`src/rtl/core/assert_macros.svh`:
```
// Assertion macros clocked on aclk and disabled while aresetn is low.
`ifndef ASSERT_MACROS_SVH
`define ASSERT_MACROS_SVH

// Same-cycle implication.
`define ASSERT_IMPLIES(label, ante, cons, msg) \
    label: assert property (@(posedge aclk) disable iff (!aresetn) (ante) |-> (cons)) \
        else $error(msg);

// Next-cycle implication.
`define ASSERT_NEXT(label, ante, cons, msg) \
    label: assert property (@(posedge aclk) disable iff (!aresetn) (ante) |=> (cons)) \
        else $error(msg);

`endif

```
`src/rtl/core/taa_pkg.sv`:
```
// Types and constants of the tile activity accumulator.
`default_nettype none

package taa_pkg;

    localparam int CFG_WIDTH = 11;
    localparam int POS_WIDTH = 10;
    localparam int DIV_STEPS = 10;

    localparam logic [3:0]  LEVEL_MAX = 4'd15;
    localparam logic [1:0]  HITS_MAX = 2'd2;
    localparam logic [10:0] SIZE_MAX = 11'd1024;

    localparam logic [7:0]  THRESHOLD_RESET = 8'd202;
    localparam logic [10:0] TILE_WIDTH_RESET = 11'd40;
    localparam logic [10:0] TILE_HEIGHT_RESET = 11'd60;
    localparam logic [10:0] IMAGE_WIDTH_RESET = 11'd320;
    localparam logic [10:0] IMAGE_HEIGHT_RESET = 11'd240;

    localparam logic OP_PIXEL = 1'b0;
    localparam logic OP_CLEAR = 1'b1;

    typedef enum logic [2:0] {
        REG_THRESHOLD    = 3'd0,
        REG_TILE_WIDTH   = 3'd1,
        REG_TILE_HEIGHT  = 3'd2,
        REG_IMAGE_WIDTH  = 3'd3,
        REG_IMAGE_HEIGHT = 3'd4
    } cfg_index_t;

    typedef enum logic [9:0] {
        ST_IDLE       = 10'b0000000001,
        ST_DIVX       = 10'b0000000010,
        ST_DIVY       = 10'b0000000100,
        ST_LOCATE     = 10'b0000001000,
        ST_BUMP       = 10'b0000010000,
        ST_ADVANCE    = 10'b0000100000,
        ST_WALK_READ  = 10'b0001000000,
        ST_WALK_EMIT  = 10'b0010000000,
        ST_WALK_OUT   = 10'b0100000000,
        ST_UNUSED     = 10'b1000000000
    } state_t;

    typedef struct packed {
        logic       operation;
        logic [7:0] pixel;
    } taa_in_t;

    typedef struct packed {
        logic [2:0] tile_column;
        logic [1:0] tile_row;
        logic [3:0] level;
        logic       last;
    } taa_out_t;

    typedef struct packed {
        logic [3:0] level;
        logic [1:0] hits;
    } tile_entry_t;

endpackage

`default_nettype wire

```
`src/rtl/core/tile_activity_accumulator_unit.sv`:
```
// Tile activity accumulator: per-tile hit counting and end-of-frame level reports.
// Pixels arrive in raster order; each active one locates its tile through a
// shared restoring divider that produces one quotient bit per cycle, first column
// then row. An active pixel then reads its tile and, if inside the grid, bumps
// its hit count; every pixel then advances the position, and input is not taken
// again until the unit is back in idle. A clear stays in idle. The frame's last
// pixel then walks all COLUMNS*ROWS tiles through the tile memory (one read and
// one write port); each report is read, emitted and held until m_ready is high.
// Reports go column by column, rows inner, with last set on the final one. Reset
// and clear take effect at once through per-tile valid bits; no sweep follows reset.
`default_nettype none
`include "assert_macros.svh"

module tile_activity_accumulator_unit import taa_pkg::*; #(
    parameter int COLUMNS = 8,
    parameter int ROWS = 4
) (
    input  logic                 aclk,
    input  logic                 aresetn,
    input  logic                 s_valid,
    output logic                 s_ready,
    input  taa_in_t              s_data,
    output logic                 m_valid,
    input  logic                 m_ready,
    output taa_out_t             m_data,
    input  logic                 cfg_we,
    input  logic [2:0]           cfg_index,
    input  logic [CFG_WIDTH-1:0] cfg_data
);

    localparam int CW = (COLUMNS > 1) ? $clog2(COLUMNS) : 1;
    localparam int RW = (ROWS > 1) ? $clog2(ROWS) : 1;
    localparam int AW = CW + RW;
    localparam int DEPTH = 1 << AW;

    state_t state_reg, state_next;

    logic [7:0]           threshold_reg;
    logic [CFG_WIDTH-1:0] tile_width_reg, tile_height_reg;
    logic [CFG_WIDTH-1:0] image_width_reg, image_height_reg;

    logic [POS_WIDTH-1:0] col_pos_reg, col_pos_next;
    logic [POS_WIDTH-1:0] row_pos_reg, row_pos_next;

    logic [CFG_WIDTH-1:0] div_rem_reg, div_rem_next;
    logic [POS_WIDTH-1:0] div_num_reg, div_num_next;
    logic [3:0]           div_cnt_reg, div_cnt_next;
    logic [POS_WIDTH-1:0] col_quot_reg, col_quot_next;
    logic [AW-1:0]        tile_addr_reg, tile_addr_next;

    logic [CW-1:0] walk_col_reg, walk_col_next;
    logic [RW-1:0] walk_row_reg, walk_row_next;

    logic [DEPTH-1:0] tile_valid_reg;
    tile_entry_t      tile_mem [DEPTH];
    tile_entry_t      mem_rdata_reg;
    logic             rd_valid_reg;
    logic [AW-1:0]    mem_raddr, mem_waddr;
    logic             mem_we;
    tile_entry_t      mem_wdata;
    logic             tile_clear;

    taa_out_t out_reg, out_next;
    logic     m_valid_reg, m_valid_next;

    logic [CFG_WIDTH-1:0] div_divisor;
    logic [CFG_WIDTH:0]   div_trial, div_diff;
    logic                 div_ge, div_last;
    logic [CFG_WIDTH-1:0] div_rem_step;
    logic [POS_WIDTH-1:0] div_num_step;

    logic [CFG_WIDTH-1:0] iw_clamped, ih_clamped;
    logic                 x_end, y_end, pixel_active, walk_last;
    tile_entry_t          rd_entry;
    logic [3:0]           level_new;
    logic [1:0]           hits_new;

    // configuration registers
    always_ff @(posedge aclk) begin
        if (!aresetn) begin
            threshold_reg    <= THRESHOLD_RESET;
            tile_width_reg   <= TILE_WIDTH_RESET;
            tile_height_reg  <= TILE_HEIGHT_RESET;
            image_width_reg  <= IMAGE_WIDTH_RESET;
            image_height_reg <= IMAGE_HEIGHT_RESET;
        end else if (cfg_we) begin
            unique case (cfg_index)
                REG_THRESHOLD:    threshold_reg    <= cfg_data[7:0];
                REG_TILE_WIDTH:   tile_width_reg   <= cfg_data;
                REG_TILE_HEIGHT:  tile_height_reg  <= cfg_data;
                REG_IMAGE_WIDTH:  image_width_reg  <= cfg_data;
                REG_IMAGE_HEIGHT: image_height_reg <= cfg_data;
                default: ;
            endcase
        end
    end

    // shared restoring divider step
    assign div_divisor  = (state_reg == ST_DIVY) ? tile_height_reg : tile_width_reg;
    assign div_trial    = {div_rem_reg, div_num_reg[POS_WIDTH-1]};
    assign div_ge       = div_trial >= {1'b0, div_divisor};
    assign div_diff     = div_trial - {1'b0, div_divisor};
    assign div_rem_step = div_ge ? div_diff[CFG_WIDTH-1:0] : div_trial[CFG_WIDTH-1:0];
    assign div_num_step = {div_num_reg[POS_WIDTH-2:0], div_ge};
    assign div_last     = div_cnt_reg == 4'(DIV_STEPS - 1);

    assign iw_clamped = (image_width_reg == '0) ? 11'd1 :
                        (image_width_reg > SIZE_MAX) ? SIZE_MAX : image_width_reg;
    assign ih_clamped = (image_height_reg == '0) ? 11'd1 :
                        (image_height_reg > SIZE_MAX) ? SIZE_MAX : image_height_reg;
    assign x_end = (11'(col_pos_reg) + 11'd1) >= iw_clamped;
    assign y_end = (11'(row_pos_reg) + 11'd1) >= ih_clamped;

    assign pixel_active = (s_data.pixel > threshold_reg) && (tile_width_reg != '0)
                          && (tile_height_reg != '0);

    assign walk_last = (walk_col_reg == CW'(COLUMNS - 1)) && (walk_row_reg == RW'(ROWS - 1));

    assign rd_entry  = rd_valid_reg ? mem_rdata_reg : '0;
    assign hits_new  = (rd_entry.hits < HITS_MAX) ? rd_entry.hits + 2'd1 : rd_entry.hits;
    assign level_new = ((rd_entry.hits >= HITS_MAX) && (rd_entry.level < LEVEL_MAX)) ?
                       rd_entry.level + 4'd1 : rd_entry.level;

    assign mem_raddr = (state_reg == ST_LOCATE) ?
                       {col_quot_reg[CW-1:0], div_num_reg[RW-1:0]} :
                       {walk_col_reg, walk_row_reg};
    assign mem_waddr = (state_reg == ST_BUMP) ? tile_addr_reg : {walk_col_reg, walk_row_reg};

    always_comb begin
        state_next    = state_reg;
        col_pos_next  = col_pos_reg;
        row_pos_next  = row_pos_reg;
        div_rem_next  = div_rem_reg;
        div_num_next  = div_num_reg;
        div_cnt_next  = div_cnt_reg;
        col_quot_next = col_quot_reg;
        tile_addr_next = tile_addr_reg;
        walk_col_next = walk_col_reg;
        walk_row_next = walk_row_reg;
        out_next      = out_reg;
        m_valid_next  = m_valid_reg;
        mem_we        = 1'b0;
        mem_wdata     = '0;
        tile_clear    = 1'b0;

        unique case (state_reg)
            ST_IDLE: begin
                if (s_valid) begin
                    if (s_data.operation == OP_CLEAR) begin
                        col_pos_next = '0;
                        row_pos_next = '0;
                        tile_clear   = 1'b1;
                    end else if (pixel_active) begin
                        div_rem_next = '0;
                        div_num_next = col_pos_reg;
                        div_cnt_next = '0;
                        state_next   = ST_DIVX;
                    end else begin
                        state_next = ST_ADVANCE;
                    end
                end
            end
            ST_DIVX: begin
                div_rem_next = div_rem_step;
                div_num_next = div_num_step;
                div_cnt_next = div_cnt_reg + 4'd1;
                if (div_last) begin
                    col_quot_next = div_num_step;
                    div_rem_next  = '0;
                    div_num_next  = row_pos_reg;
                    div_cnt_next  = '0;
                    state_next    = ST_DIVY;
                end
            end
            ST_DIVY: begin
                div_rem_next = div_rem_step;
                div_num_next = div_num_step;
                div_cnt_next = div_cnt_reg + 4'd1;
                if (div_last) begin
                    state_next = ST_LOCATE;
                end
            end
            ST_LOCATE: begin
                if ((col_quot_reg < 10'(COLUMNS)) && (div_num_reg < 10'(ROWS))) begin
                    tile_addr_next = mem_raddr;
                    state_next     = ST_BUMP;
                end else begin
                    state_next = ST_ADVANCE;
                end
            end
            ST_BUMP: begin
                mem_we          = 1'b1;
                mem_wdata.level = rd_entry.level;
                mem_wdata.hits  = hits_new;
                state_next      = ST_ADVANCE;
            end
            ST_ADVANCE: begin
                if (x_end && y_end) begin
                    walk_col_next = '0;
                    walk_row_next = '0;
                    state_next    = ST_WALK_READ;
                end else if (x_end) begin
                    col_pos_next = '0;
                    row_pos_next = row_pos_reg + 10'd1;
                    state_next   = ST_IDLE;
                end else begin
                    col_pos_next = col_pos_reg + 10'd1;
                    state_next   = ST_IDLE;
                end
            end
            ST_WALK_READ: begin
                state_next = ST_WALK_EMIT;
            end
            ST_WALK_EMIT: begin
                mem_we               = 1'b1;
                mem_wdata.level      = level_new;
                mem_wdata.hits       = '0;
                out_next.tile_column = 3'(walk_col_reg);
                out_next.tile_row    = 2'(walk_row_reg);
                out_next.level       = level_new;
                out_next.last        = walk_last;
                m_valid_next         = 1'b1;
                state_next           = ST_WALK_OUT;
            end
            ST_WALK_OUT: begin
                if (m_ready) begin
                    m_valid_next = 1'b0;
                    if (walk_last) begin
                        col_pos_next = '0;
                        row_pos_next = '0;
                        state_next   = ST_IDLE;
                    end else begin
                        if (walk_row_reg == RW'(ROWS - 1)) begin
                            walk_row_next = '0;
                            walk_col_next = walk_col_reg + CW'(1);
                        end else begin
                            walk_row_next = walk_row_reg + RW'(1);
                        end
                        state_next = ST_WALK_READ;
                    end
                end
            end
            default: begin
                state_next   = ST_IDLE;
                m_valid_next = 1'b0;
            end
        endcase
    end

    always_ff @(posedge aclk) begin
        if (!aresetn) begin
            state_reg      <= ST_IDLE;
            col_pos_reg    <= '0;
            row_pos_reg    <= '0;
            m_valid_reg    <= 1'b0;
            tile_valid_reg <= '0;
        end else begin
            state_reg   <= state_next;
            col_pos_reg <= col_pos_next;
            row_pos_reg <= row_pos_next;
            m_valid_reg <= m_valid_next;
            if (tile_clear) begin
                tile_valid_reg <= '0;
            end else if (mem_we) begin
                tile_valid_reg[mem_waddr] <= 1'b1;
            end
        end
    end

    always_ff @(posedge aclk) begin
        div_rem_reg   <= div_rem_next;
        div_num_reg   <= div_num_next;
        div_cnt_reg   <= div_cnt_next;
        col_quot_reg  <= col_quot_next;
        tile_addr_reg <= tile_addr_next;
        walk_col_reg  <= walk_col_next;
        walk_row_reg  <= walk_row_next;
        out_reg       <= out_next;
    end

    // tile memory
    always_ff @(posedge aclk) begin
        if (mem_we) begin
            tile_mem[mem_waddr] <= mem_wdata;
        end
        mem_rdata_reg <= tile_mem[mem_raddr];
        rd_valid_reg  <= tile_valid_reg[mem_raddr];
    end

    assign s_ready = state_reg == ST_IDLE;
    assign m_valid = m_valid_reg;
    assign m_data  = out_reg;

    `ASSERT_IMPLIES(a_ready_without_report, s_ready, !m_valid, "input ready while report pending")
    `ASSERT_NEXT(a_clear_single_cycle, s_valid && s_ready && s_data.operation == OP_CLEAR, s_ready && !m_valid, "clear did not return to idle")
    `ASSERT_NEXT(a_last_report_ends_walk, m_valid && m_ready && m_data.last, s_ready && !m_valid, "walk did not end after last report")

endmodule

`default_nettype wire
```
`config.mk`:
```
export PLATFORM = sky130hd
export DESIGN_NAME = tile_activity_accumulator_unit
export DESIGN_NICKNAME = d
export VERILOG_FILES = /design/src/rtl/core/taa_pkg.sv /design/src/rtl/core/tile_activity_accumulator_unit.sv
export VERILOG_INCLUDE_DIRS = /design/src /design/src/rtl/core
export SDC_FILE = /design/constraint.sdc
export NUM_CORES = 1
export LEC_CHECK = 0
export BUFFER_PORTS_ARGS = -buffer_cell sky130_fd_sc_hd__buf_2
export CORE_MARGIN = 2
export CORE_UTILIZATION = 39
export DETAILED_ROUTE_END_ITERATION = 16
export PLACE_DENSITY_LB_ADDON = 0.1
export SYNTH_ARGS = -nofsm -noshare
export SYNTH_HDL_FRONTEND = slang
export SYNTH_SLANG_ARGS = --single-unit
```
`constraint.sdc`:
```
create_clock -name aclk -period 5.5 [get_ports aclk]
set_input_delay 1.375 -clock aclk [delete_from_list [all_inputs] [get_ports aclk]]
set_output_delay 1.375 -clock aclk [all_outputs]
set_load 0.01 [all_outputs]
```
==> out/qor.txt, run 1 <==
fraction of registers with async set/reset: 0%
Final Hold Viols: 0
delay-heaviest family, CP: compound AO/OA/AOI/OAI gates
Slew Viols, Final: 0
Setup Fix Bufs, Post-CTS: 0
Hold WS: 453.8 ps
final setup vio count: 0
R2R Setup Slk: 1070 ps
initial antenna violation count: 2
Post-CTS Hold Buffers: 0
Worst R2R Start: state_reg[8]$_SDFFE_PN0P_
post-synth top area share: 44.12%
die area: 44780 µm²
fraction of layout cells with a size suffix above 1: 10.18%
htree depth: 2
average size of a mapped cell: 10.73 µm²
Required @ worst endpoint: 5880 ps
RSZ-0062 raised after global routing: no
Post-synth EDFFs: 247
Hold WC Path Type: register to register
Max stage delay on crit path: 620 ps
dominant synthesized flop cell: edfxtp_1
WL/cell: 20.25 µm
Final Core Density: 44.41%
starting density of the core: 39.28%
Die Wd: 211.6 µm
Area after DPL: 17600 µm²
CTS sink count: 368
worst vdd ir: 0.0002296 V
core area: 42790 µm²
syn nets: 1645
crit-path cells: nor4_1, and2_1, nand2_1, buf_4, mux2_2, ha_1, fa_1, nor2b_1, o21ai_0, a21oi_1, o41ai_1, a21oi_2, buf_4, nor2_1, a211oi_1
clk buf depth: 3
DR pass1 iterations: 7
GR met1 Demand/Resource: 27.14%
largest net degree at the start of global routing: 67
CP most frequent cell: buf_4
fillcell total: 4102
fin area: 19000 µm²
Tmin final: 4428 ps
Placer Congestion: 0.7958
arrival time at the worst endpoint: 4810 ps
max-cap viol count: 0
Detailed Place HPWL: 29250 µm
met2 usage: 33.64%
fin crit share: 80.51%
Die Ht: 211.6 µm
Syn Inst Count: 1566
via count: 11780
CTS tree: done
Seq/Total Area, Yosys: 58.53%
max_slew headroom: 19.57%
Hold Startpoint: tile_valid_reg[12]$_SDFFE_PP0P_
PnR Total Power: 0.006041 W
first-pass GRT wire length: 68570 µm
post-CTS sizing: 0
top cells by area, synth: edfxtp_1 (44%), dfxtp_1 (14%), nand2_1 (6.6%), ha_1 (3.7%), nor2_1 (2.7%)
Port Buffer Count: 39
GRT Total Usage: 20.09%
IO Pins: 40
post-synth cell types: 73
met3 Usage GRT: 2.700%
Min-Delay Endpoint: tile_valid_reg[12]$_SDFFE_PP0P_
drt via density: 5.409
CP bufs+invs: 2
GR peak layer: met2
register area: 9839 µm²
CTS Root Buffer Type: clkbuf_16
post-route ant nets: 0
pwr/cell area: 317.9 nW/µm²
Hold Crit Depth: 1
Syn-to-layout area delta: 13.04%
CP startpoint kind: register
FF-to-FF End: div_rem_reg[1]$_DFFE_PP_
Yosys warning total: 0
Clock Latency Late Sink: 570 ps
wirelength, routed: 44100 µm
row count: 76
clk_skew: 21.65 ps
Net count, final: 1676
slowest stage cell, crit path: nor4_1
Fmax achieved: 225.8 MHz
DR iter-0 viols: 764
leading area contributor after synthesis: edfxtp_1
area of the multi-input gates: 6530 µm²
max reg flops: 192
Remaining Overflow, GRT: 0
crit-path max FO: 13
status: finished, final reports clean
DRC errors left: 0
worst slew pin tran: 1196 ps
TritonCTS buffer count: 42
endpoint type of the worst setup path: register
CP Class: register to register
total negative slack: 0 ps
vias in the first global route: 11680
clk slew on worst S/H paths: 60 ps
reg2reg path depth: 15
leak pwr: 6.900 nW
Mapped Area: 16810 µm²
Yosys reg bits: 368
worst max-delay path by stage:
stage                                    from                       end  slack [ps]  depth (start not counted)
floorplan           state_reg[8]$_SDFFE_PN0P_  div_rem_reg[7]$_DFFE_PP_        1540                         14
global placement    state_reg[8]$_SDFFE_PN0P_  div_rem_reg[0]$_DFFE_PP_        1150                         15
detailed placement  state_reg[8]$_SDFFE_PN0P_  div_rem_reg[1]$_DFFE_PP_        1060                         15
CTS                 state_reg[8]$_SDFFE_PN0P_  div_rem_reg[1]$_DFFE_PP_        1060                         15
global route        state_reg[4]$_SDFFE_PN0P_  div_rem_reg[0]$_DFFE_PP_         640                         15
finish              state_reg[8]$_SDFFE_PN0P_  div_rem_reg[1]$_DFFE_PP_        1070                         15
cells in the mapped netlist, drive strengths merged (4+ instances only):
cell       n
nand4     11
a32o       4
nand3     70
nor3      23
a222oi     9
and3      37
nor2b     11
ha        50
nand2    295
buf       26
o211ai     6
a21oi     70
a21o       7
nor4      20
nor2     121
inv       38
clkbuf    49
o2111ai    8
or3        8
o21a      38
o22ai     13
or2       10
a2111oi    8
clkinv     4
a32oi     16
xor2      11
mux2i     43
a31oi     41
nand2b    11
dfxtp    121
edfxtp   247
o21ai     36
xnor2     15
and2      13
a211oi    33
through the flow:
step / std cells / setup WS (ps)
2_1_floorplan: 1566 / 1540
3_3_place_gp: 2099 / 1154
3_5_place_dp: 2099 / 1063
4_1_cts: 2177 / 1062
5_1_grt: 2177 / 644.0
6_report: 2178 / 1072
cells by family (layout without fill, tap and decap cells):
family | Yosys count | in the layout | synth area share (%)
muxes | 46 | 46 | 2.985
other | 0 | 1 | 0
AOI/OAI and AO/OA | 310 | 310 | 12.79
and+or+nand+nor | 648 | 648 | 17.57
adders and majority gates | 51 | 51 | 3.841
buffers and inverters | 117 | 182 | 2.933
xor gates and xnor gates | 26 | 26 | 1.355
DFF | 368 | 368 | 58.53
cell usage in the layout (no fill, tap or decap), types with 6 or more instances in the layout:
| cell type | count |
|---|---|
| nor3_1 | 21 |
| o2111ai_1 | 8 |
| a21o_1 | 7 |
| dfxtp_1 | 121 |
| clkbuf_16 | 43 |
| a32oi_1 | 16 |
| o211ai_1 | 6 |
| and2_1 | 12 |
| nand3_1 | 69 |
| ha_1 | 50 |
| mux2i_1 | 40 |
| xnor2_1 | 15 |
| o22ai_1 | 13 |
| nor2_1 | 119 |
| and3_1 | 37 |
| nand2b_1 | 11 |
| edfxtp_1 | 247 |
| a21oi_1 | 69 |
| nor2b_1 | 11 |
| nor4_1 | 19 |
| xor2_1 | 11 |
| a2111oi_2 | 6 |
| o21a_1 | 38 |
| buf_4 | 21 |
| buf_2 | 39 |
| nand2_1 | 295 |
| or3_1 | 8 |
| o21ai_0 | 32 |
| or2_2 | 9 |
| a211oi_1 | 32 |
| a31oi_1 | 40 |
| a222oi_1 | 9 |
| clkbuf_1 | 16 |
| inv_1 | 33 |
| nand4_1 | 11 |
power breakdown:
part	internal, W	leakage, nW	switching (W)
Clock	0.00169	0.673	0.00113
Sequential	0.00294	3.15	0.0000186
Combinational	0.0000917	3.08	0.000174
per-layer routing:
| layer | up-vias | routed length, µm |
|---|---|---|
| li1 | 5849 | - |
| met5 | - | 0 |
| met2 | 218 | 20960 |
| met3 | 54 | 1791 |
| met1 | 5659 | 20400 |
| met4 | 0 | 955 |
layout make-up:
class                      count  area share [%]
antenna                        1         0.01317
clock buffer                  63           6.268
clock inverter                15           1.080
inverter                      42          0.8297
multi-input combinational   1081           34.36
sequential                   368           51.78
tap                          546           3.595
timing repair buffer          62           2.068
Note: power is estimated with default switching activity, not from simulation.
==> run 2, diff against run 1 <==
==> constraint.sdc (replaced) <==
create_clock -name aclk -period 4.6 [get_ports aclk]
set_input_delay 1.15 -clock aclk [delete_from_list [all_inputs] [get_ports aclk]]
set_output_delay 1.15 -clock aclk [all_outputs]
set_load 0.01 [all_outputs]
==> out/qor.txt, run 2 (synthesis results as in run 1) <==
Net count, final: 1687 (+0.66%)
Fmax achieved: 252.2 MHz (+12%)
Detailed Place HPWL: 29740 µm (+1.7%)
Area after DPL: 17660 µm² (+0.35%)
via count: 12006 (+1.9%)
worst vdd ir: 0.0002372 V (+3.3%)
FF-to-FF End: div_rem_reg[8]$_DFFE_PP_
max-cap viol count: 0 (unchanged)
initial antenna violation count: 1 (-1)
fraction of layout cells with a size suffix above 1: 10.41% (+0.24 points)
Post-CTS Hold Buffers: 0 (unchanged)
leak pwr: 6.907 nW (about the same)
most common cell after layout, fill and taps aside: nand2_1
CP Class: register to register
pwr/cell area: 371.6 nW/µm² (+17%)
CP startpoint kind: register
reg2reg path depth: 14 (-1)
die area: 44780 µm² (unchanged)
Port Buffer Count: 39 (unchanged)
endpoint type of the worst setup path: register
Worst R2R Start: state_reg[3]$_SDFFE_PN0P_
TritonCTS buffer count: 43 (+2.4%)
Hold WS: 453.2 ps (-0.5440 ps)
register area: 9839 µm² (unchanged)
Hold Startpoint: tile_valid_reg[4]$_SDFFE_PP0P_
total negative slack: 0 ps (unchanged)
Final Hold Viols: 0 (unchanged)
fin crit share: 86.18% (+5.7 points)
clk slew on worst S/H paths: 60 ps (about the same)
max_slew headroom: 32.27% (+13 points)
GRT Total Usage: 20.16% (+0.067 points)
largest net degree at the start of global routing: 55 (-18%)
fillcell total: 4103 (+0.024%)
area of the multi-input gates: 6529 µm² (about the same)
Remaining Overflow, GRT: 0 (unchanged)
fin area: 18980 µm² (-0.13%)
core area: 42790 µm² (unchanged)
first-pass GRT wire length: 68770 µm (+0.28%)
R2R Setup Slk: 640 ps (-440 ps)
post-route ant nets: 0 (unchanged)
Die Wd: 211.6 µm (unchanged)
Syn-to-layout area delta: 12.89%
starting density of the core: 39.28% (unchanged)
DR pass1 iterations: 5 (-2)
CTS Root Buffer Type: clkbuf_16
clk buf depth: 3 (unchanged)
Required @ worst endpoint: 4900 ps (-980 ps)
CTS sink count: 368 (unchanged)
status: finished, final reports clean
Clock Latency Late Sink: 580 ps (about the same)
worst slack after detailed placement: 632.8 ps (-430.1 ps)
drt via density: 5.485 (+1.4%)
Placer Congestion: 0.8112 (+1.9%)
Min-Delay Endpoint: tile_valid_reg[4]$_SDFFE_PP0P_
WL/cell: 20.20 µm (-0.23%)
Tmin final: 3964 ps (-463.8 ps)
Die Ht: 211.6 µm (unchanged)
wirelength, routed: 44230 µm (+0.28%)
DR iter-0 viols: 702 (-8.1%)
clk_skew: 27.11 ps (+5.452 ps)
Hold WC Path Type: register to register
RSZ-0062 raised after global routing: no
fin worst setup slack: 635.5 ps (-436.2 ps)
htree depth: 2 (unchanged)
max reg flops: 192 (unchanged)
CTS tree: done
arrival time at the worst endpoint: 4270 ps (-540 ps)
Slew Viols, Final: 0 (unchanged)
most frequent cells in the layout: nand2_1 (295), edfxtp_1 (247), dfxtp_1 (121)
DRC errors left: 0 (unchanged)
IO Pins: 40 (unchanged)
post-CTS sizing: 0 (unchanged)
worst slew pin tran: 1016 ps (-180.4 ps)
Setup Fix Bufs, Post-CTS: 0 (unchanged)
Hold Crit Depth: 1 (unchanged)
row count: 76 (unchanged)
vias in the first global route: 11849 (+1.4%)
final setup vio count: 0 (unchanged)
crit-path max FO: 19 (+6)
run 2: cell count changes in the layout (fill, tap and decap cells not counted), sizes merged:
cell	before	now
bufinv	4	0
clkinvlp	2	1
clkinv	13	12
buf	62	72
clkbuf	63	65
inv	38	43
run 2: final cells by class:
class	count	area share, %
Inverter	42	0.8307
Timing Repair Buffer	72	2.400
Tap cell	546	3.600
Clock buffer	65	6.316
Antenna cell	1	0.01319
Clock inverter	14	0.5868
Multi-Input combinational cell	1081	34.40
Sequential cell	368	51.85
run 2: how the worst max path moves through the flow:
stage	from	end	slack, ps	cells after the start
after floorplan	state_reg[8]$_SDFFE_PN0P_	div_rem_reg[7]$_DFFE_PP_	640	14
after global placement	state_reg[3]$_SDFFE_PN0P_	div_rem_reg[3]$_DFFE_PP_	790	14
after detailed placement	state_reg[3]$_SDFFE_PN0P_	div_rem_reg[8]$_DFFE_PP_	630	14
after CTS	state_reg[3]$_SDFFE_PN0P_	div_rem_reg[8]$_DFFE_PP_	650	14
after global routing	state_reg[3]$_SDFFE_PN0P_	div_rem_reg[8]$_DFFE_PP_	300	14
final	state_reg[3]$_SDFFE_PN0P_	div_rem_reg[8]$_DFFE_PP_	640	14
run 2: stage by stage:
stage / power (W) / std cells / util [%]
floorplan: 0.003821 / 1566 / -
global placement: 0.003928 / 2109 / 41.28
detailed placement: 0.003929 / 2109 / 41.28
CTS: 0.007130 / 2188 / 44.34
global route: 0.007283 / 2188 / 44.34
finish: 0.007051 / 2189 / 44.35
run 2: critical path: stages (launching register included):
cell and delay, ps:
dfxtp_1 370, nor3_1 570, and2_1 260, nand2_1 190, buf_4 250, mux2_2 310, fa_1 440, nor2b_1 110
o21ai_0 120, a21oi_1 290, o41ai_1 130, a21oi_2 120, buf_4 240, mux2i_1 220, nor2_1 60
run 2: power breakdown:
part           switching (W)  internal [W]  leakage (nW)
combinational       0.000208      0.000114          3.12
sequential         0.0000217       0.00351          3.15
clock                0.00137       0.00182         0.637
total                0.00160       0.00545          6.91
run 2: per-layer routing:
| metal | up-vias | global-route usage [%] | wire length [µm] |
|---|---|---|---|
| li1 | 5867 | - | - |
| met2 | 241 | 33.78 | 20980 |
| met5 | - | 0 | 0 |
| met3 | 65 | 3.812 | 2152 |
| met4 | 0 | 6.168 | 1147 |
| met1 | 5833 | 26.49 | 19940 |
==> run 3, diff against run 2 <==
--- a/config.mk
+++ b/config.mk
@@ -7,8 +7,10 @@
 export NUM_CORES = 1
 export LEC_CHECK = 0
 export BUFFER_PORTS_ARGS = -buffer_cell sky130_fd_sc_hd__buf_2
+export CELL_PAD_IN_SITES_DETAIL_PLACEMENT = 1
+export CELL_PAD_IN_SITES_GLOBAL_PLACEMENT = 1
 export CORE_MARGIN = 2
-export CORE_UTILIZATION = 39
+export CORE_UTILIZATION = 50
 export DETAILED_ROUTE_END_ITERATION = 16
 export PLACE_DENSITY_LB_ADDON = 0.1
 export SYNTH_ARGS = -nofsm -noshare
==> out/qor.txt, run 3 (synthesis results as in run 1) <==
status: finished, final reports clean
wirelength, routed: 46560 µm (+5.3%)
n_diodes: 0 (-1)
Max stage delay on crit path: 570 ps (about the same)
most common cell after layout, fill and taps aside: nand2_1
Remaining Overflow, GRT: 0 (unchanged)
via count: 12420 (+3.4%)
CTS sink count: 368 (unchanged)
starting density of the core: 50.51% (+11 points)
fin crit share: 87.29% (+1.1 points)
crit-path max FO: 19 (unchanged)
slowest stage cell, crit path: nor3_1
Slew Viols, Final: 0 (unchanged)
post-route ant nets: 0 (unchanged)
Syn-to-layout area delta: 12.13%
worst vdd ir: 0.0002124 V (-10%)
CTS tree: done
clk buf depth: 3 (unchanged)
final setup vio count: 0 (unchanged)
post-CTS sizing: 0 (unchanged)
endpoint type of the worst setup path: register
total negative slack: 0 ps (unchanged)
CTS Root Buffer Type: clkbuf_16
htree depth: 2 (unchanged)
Detailed Place HPWL: 31370 µm (+5.5%)
Final Non-Filler Cells: 2079 (-5.0%)
Final Hold Viols: 0 (unchanged)
drt via density: 5.974 (+8.9%)
max_slew headroom: 19.84% (-12 points)
DRC errors left: 0 (unchanged)
internal power: 0.005601 W (+2.8%)
fraction of layout cells with a size suffix above 1: 10.42% (about the same)
Post-CTS Hold Buffers: 0 (unchanged)
CP startpoint kind: register
Port Buffer Count: 39 (unchanged)
RSZ-0062 raised after global routing: no
worst slew pin tran: 1202 ps (+186.4 ps)
Placed Instances: 2009 (-4.7%)
WL/cell: 22.39 µm (+11%)
switch share: 21.53% (-1.2 points)
Fmax achieved: 249.1 MHz (-1.3%)
DR pass1 iterations: 5 (unchanged)
CP Class: register to register
largest net degree at the start of global routing: 54 (-1.8%)
leak pwr: 6.909 nW (about the same)
Die Ht: 187.4 µm (-11%)
fillcell total: 3547 (-14%)
first-pass GRT wire length: 74290 µm (+8.0%)
power share of the clock group: 45.9% (+0.6 points)
net load switching power: 0.001536 W (-4.2%)
GRT Total Usage: 26.91% (+6.7 points)
CP most frequent cell: buf_4
Required @ worst endpoint: 4860 ps (-40 ps)
combinational cell fraction of total power: 4.6% (about the same)
Clock Latency Late Sink: 530 ps (-50 ps)
row count: 67 (-12%)
Placer Congestion: 0.8509 (+4.9%)
initial antenna violation count: 0 (-1)
most frequent cells in the layout: nand2_1 (295), edfxtp_1 (247), dfxtp_1 (121)
max-cap viol count: 0 (unchanged)
IO Pins: 40 (unchanged)
Hold WC Path Type: register to register
TritonCTS buffer count: 40 (-7.0%)
crit-path cells: nor3_1, and2_1, nand2_1, buf_4, mux2_2, fa_1, nor2b_1, o21ai_0, a21oi_1, o41ai_1, a21oi_2, buf_4, mux2i_1, nor2_1
vias in the first global route: 13130 (+11%)
core area: 33280 µm² (-22%)
Flop pwr share: 49.5% (-0.6 points)
clk slew on worst S/H paths: 60 ps (about the same)
DR iter-0 viols: 889 (+27%)
Net count, final: 1682 (-0.30%)
arrival time at the worst endpoint: 4270 ps (about the same)
Setup Fix Bufs, Post-CTS: 0 (unchanged)
Die Wd: 187.4 µm (-11%)
clk_skew: 19.09 ps (-8.018 ps)
pwr/cell area: 378.6 nW/µm² (+1.9%)
die area: 35100 µm² (-22%)
Tmin final: 4015 ps (+50.69 ps)
max reg flops: 192 (unchanged)
[run 3: layout make-up]
cell class	instances	area [µm²]	share of cell area (%)
well taps	448	560.5	2.974
inverters	42	157.7	0.8364
clock buffers	53	1112	5.901
repair buffers	70	452.9	2.403
flip-flops and latches	368	9839	52.20
clock inverters	17	206.4	1.095
multi-input cells	1081	6520	34.59
[run 3: critical path: cells and delay by family, from the launching register on]
kind                     cells  cell delay, ps
AO/OA/AOI/OAI                4             680
adder cells (fa/ha/maj)      1             430
buffers and inverters        2             520
flip-flops                   1             370
multiplexers                 2             540
AND/OR/NAND/NOR              5            1210
[run 3: metal layers]
layer  up-vias  track usage, %  part of all wire, %
li1       5826               -                    -
met1      6199           34.75                   43
met2       307           47.40                   50
met3        88           3.340                  4.3
met4         0           8.120                  2.8
met5         -               0                    0
[run 3: power groups by stage]
| stage | Clock (W) | Combinational (W) | Sequential, W |
|---|---|---|---|
| after global routing | 0.00346 | 0.000363 | 0.00354 |
| final | 0.00327 | 0.000327 | 0.00354 |
| after detailed placement | 0 | 0.000325 | 0.00361 |
| after floorplan | 0 | 0.000223 | 0.00360 |
| after CTS | 0.00332 | 0.000327 | 0.00354 |
| after global placement | 0 | 0.000316 | 0.00360 |
[run 3: path summary, 6_finish.rpt]
check                                startpoint                            end  slack, ps  depth (start not counted)
setup / recovery      state_reg[3]$_SDFFE_PN0P_       div_rem_reg[7]$_DFFE_PP_        580                         14
hold / removal    threshold_reg[5]$_SDFFE_PN0P_  threshold_reg[5]$_SDFFE_PN0P_        460                          2
setup reg to reg      state_reg[3]$_SDFFE_PN0P_       div_rem_reg[7]$_DFFE_PP_        580                         14
hold reg to reg   threshold_reg[5]$_SDFFE_PN0P_  threshold_reg[5]$_SDFFE_PN0P_        460                          2
[run 3: metrics by stage]
stage / total power, W / setup WS, ps / util (%) / hold WS, ps / cell area [µm²]
6_report: 0.007137 / 584.8 / 56.64 / 463.1 / 18850
5_1_grt: 0.007358 / 237.3 / 56.64 / 485.9 / 18850
4_1_cts: 0.007188 / 581.3 / 56.64 / 467.0 / 18850
3_5_place_dp: 0.003931 / 588.3 / 52.67 / 454.7 / 17530
3_3_place_gp: 0.003921 / 759.1 / 52.67 / 438.1 / 17530
2_1_floorplan: 0.003821 / 639.8 / - / 432.5 / 16810
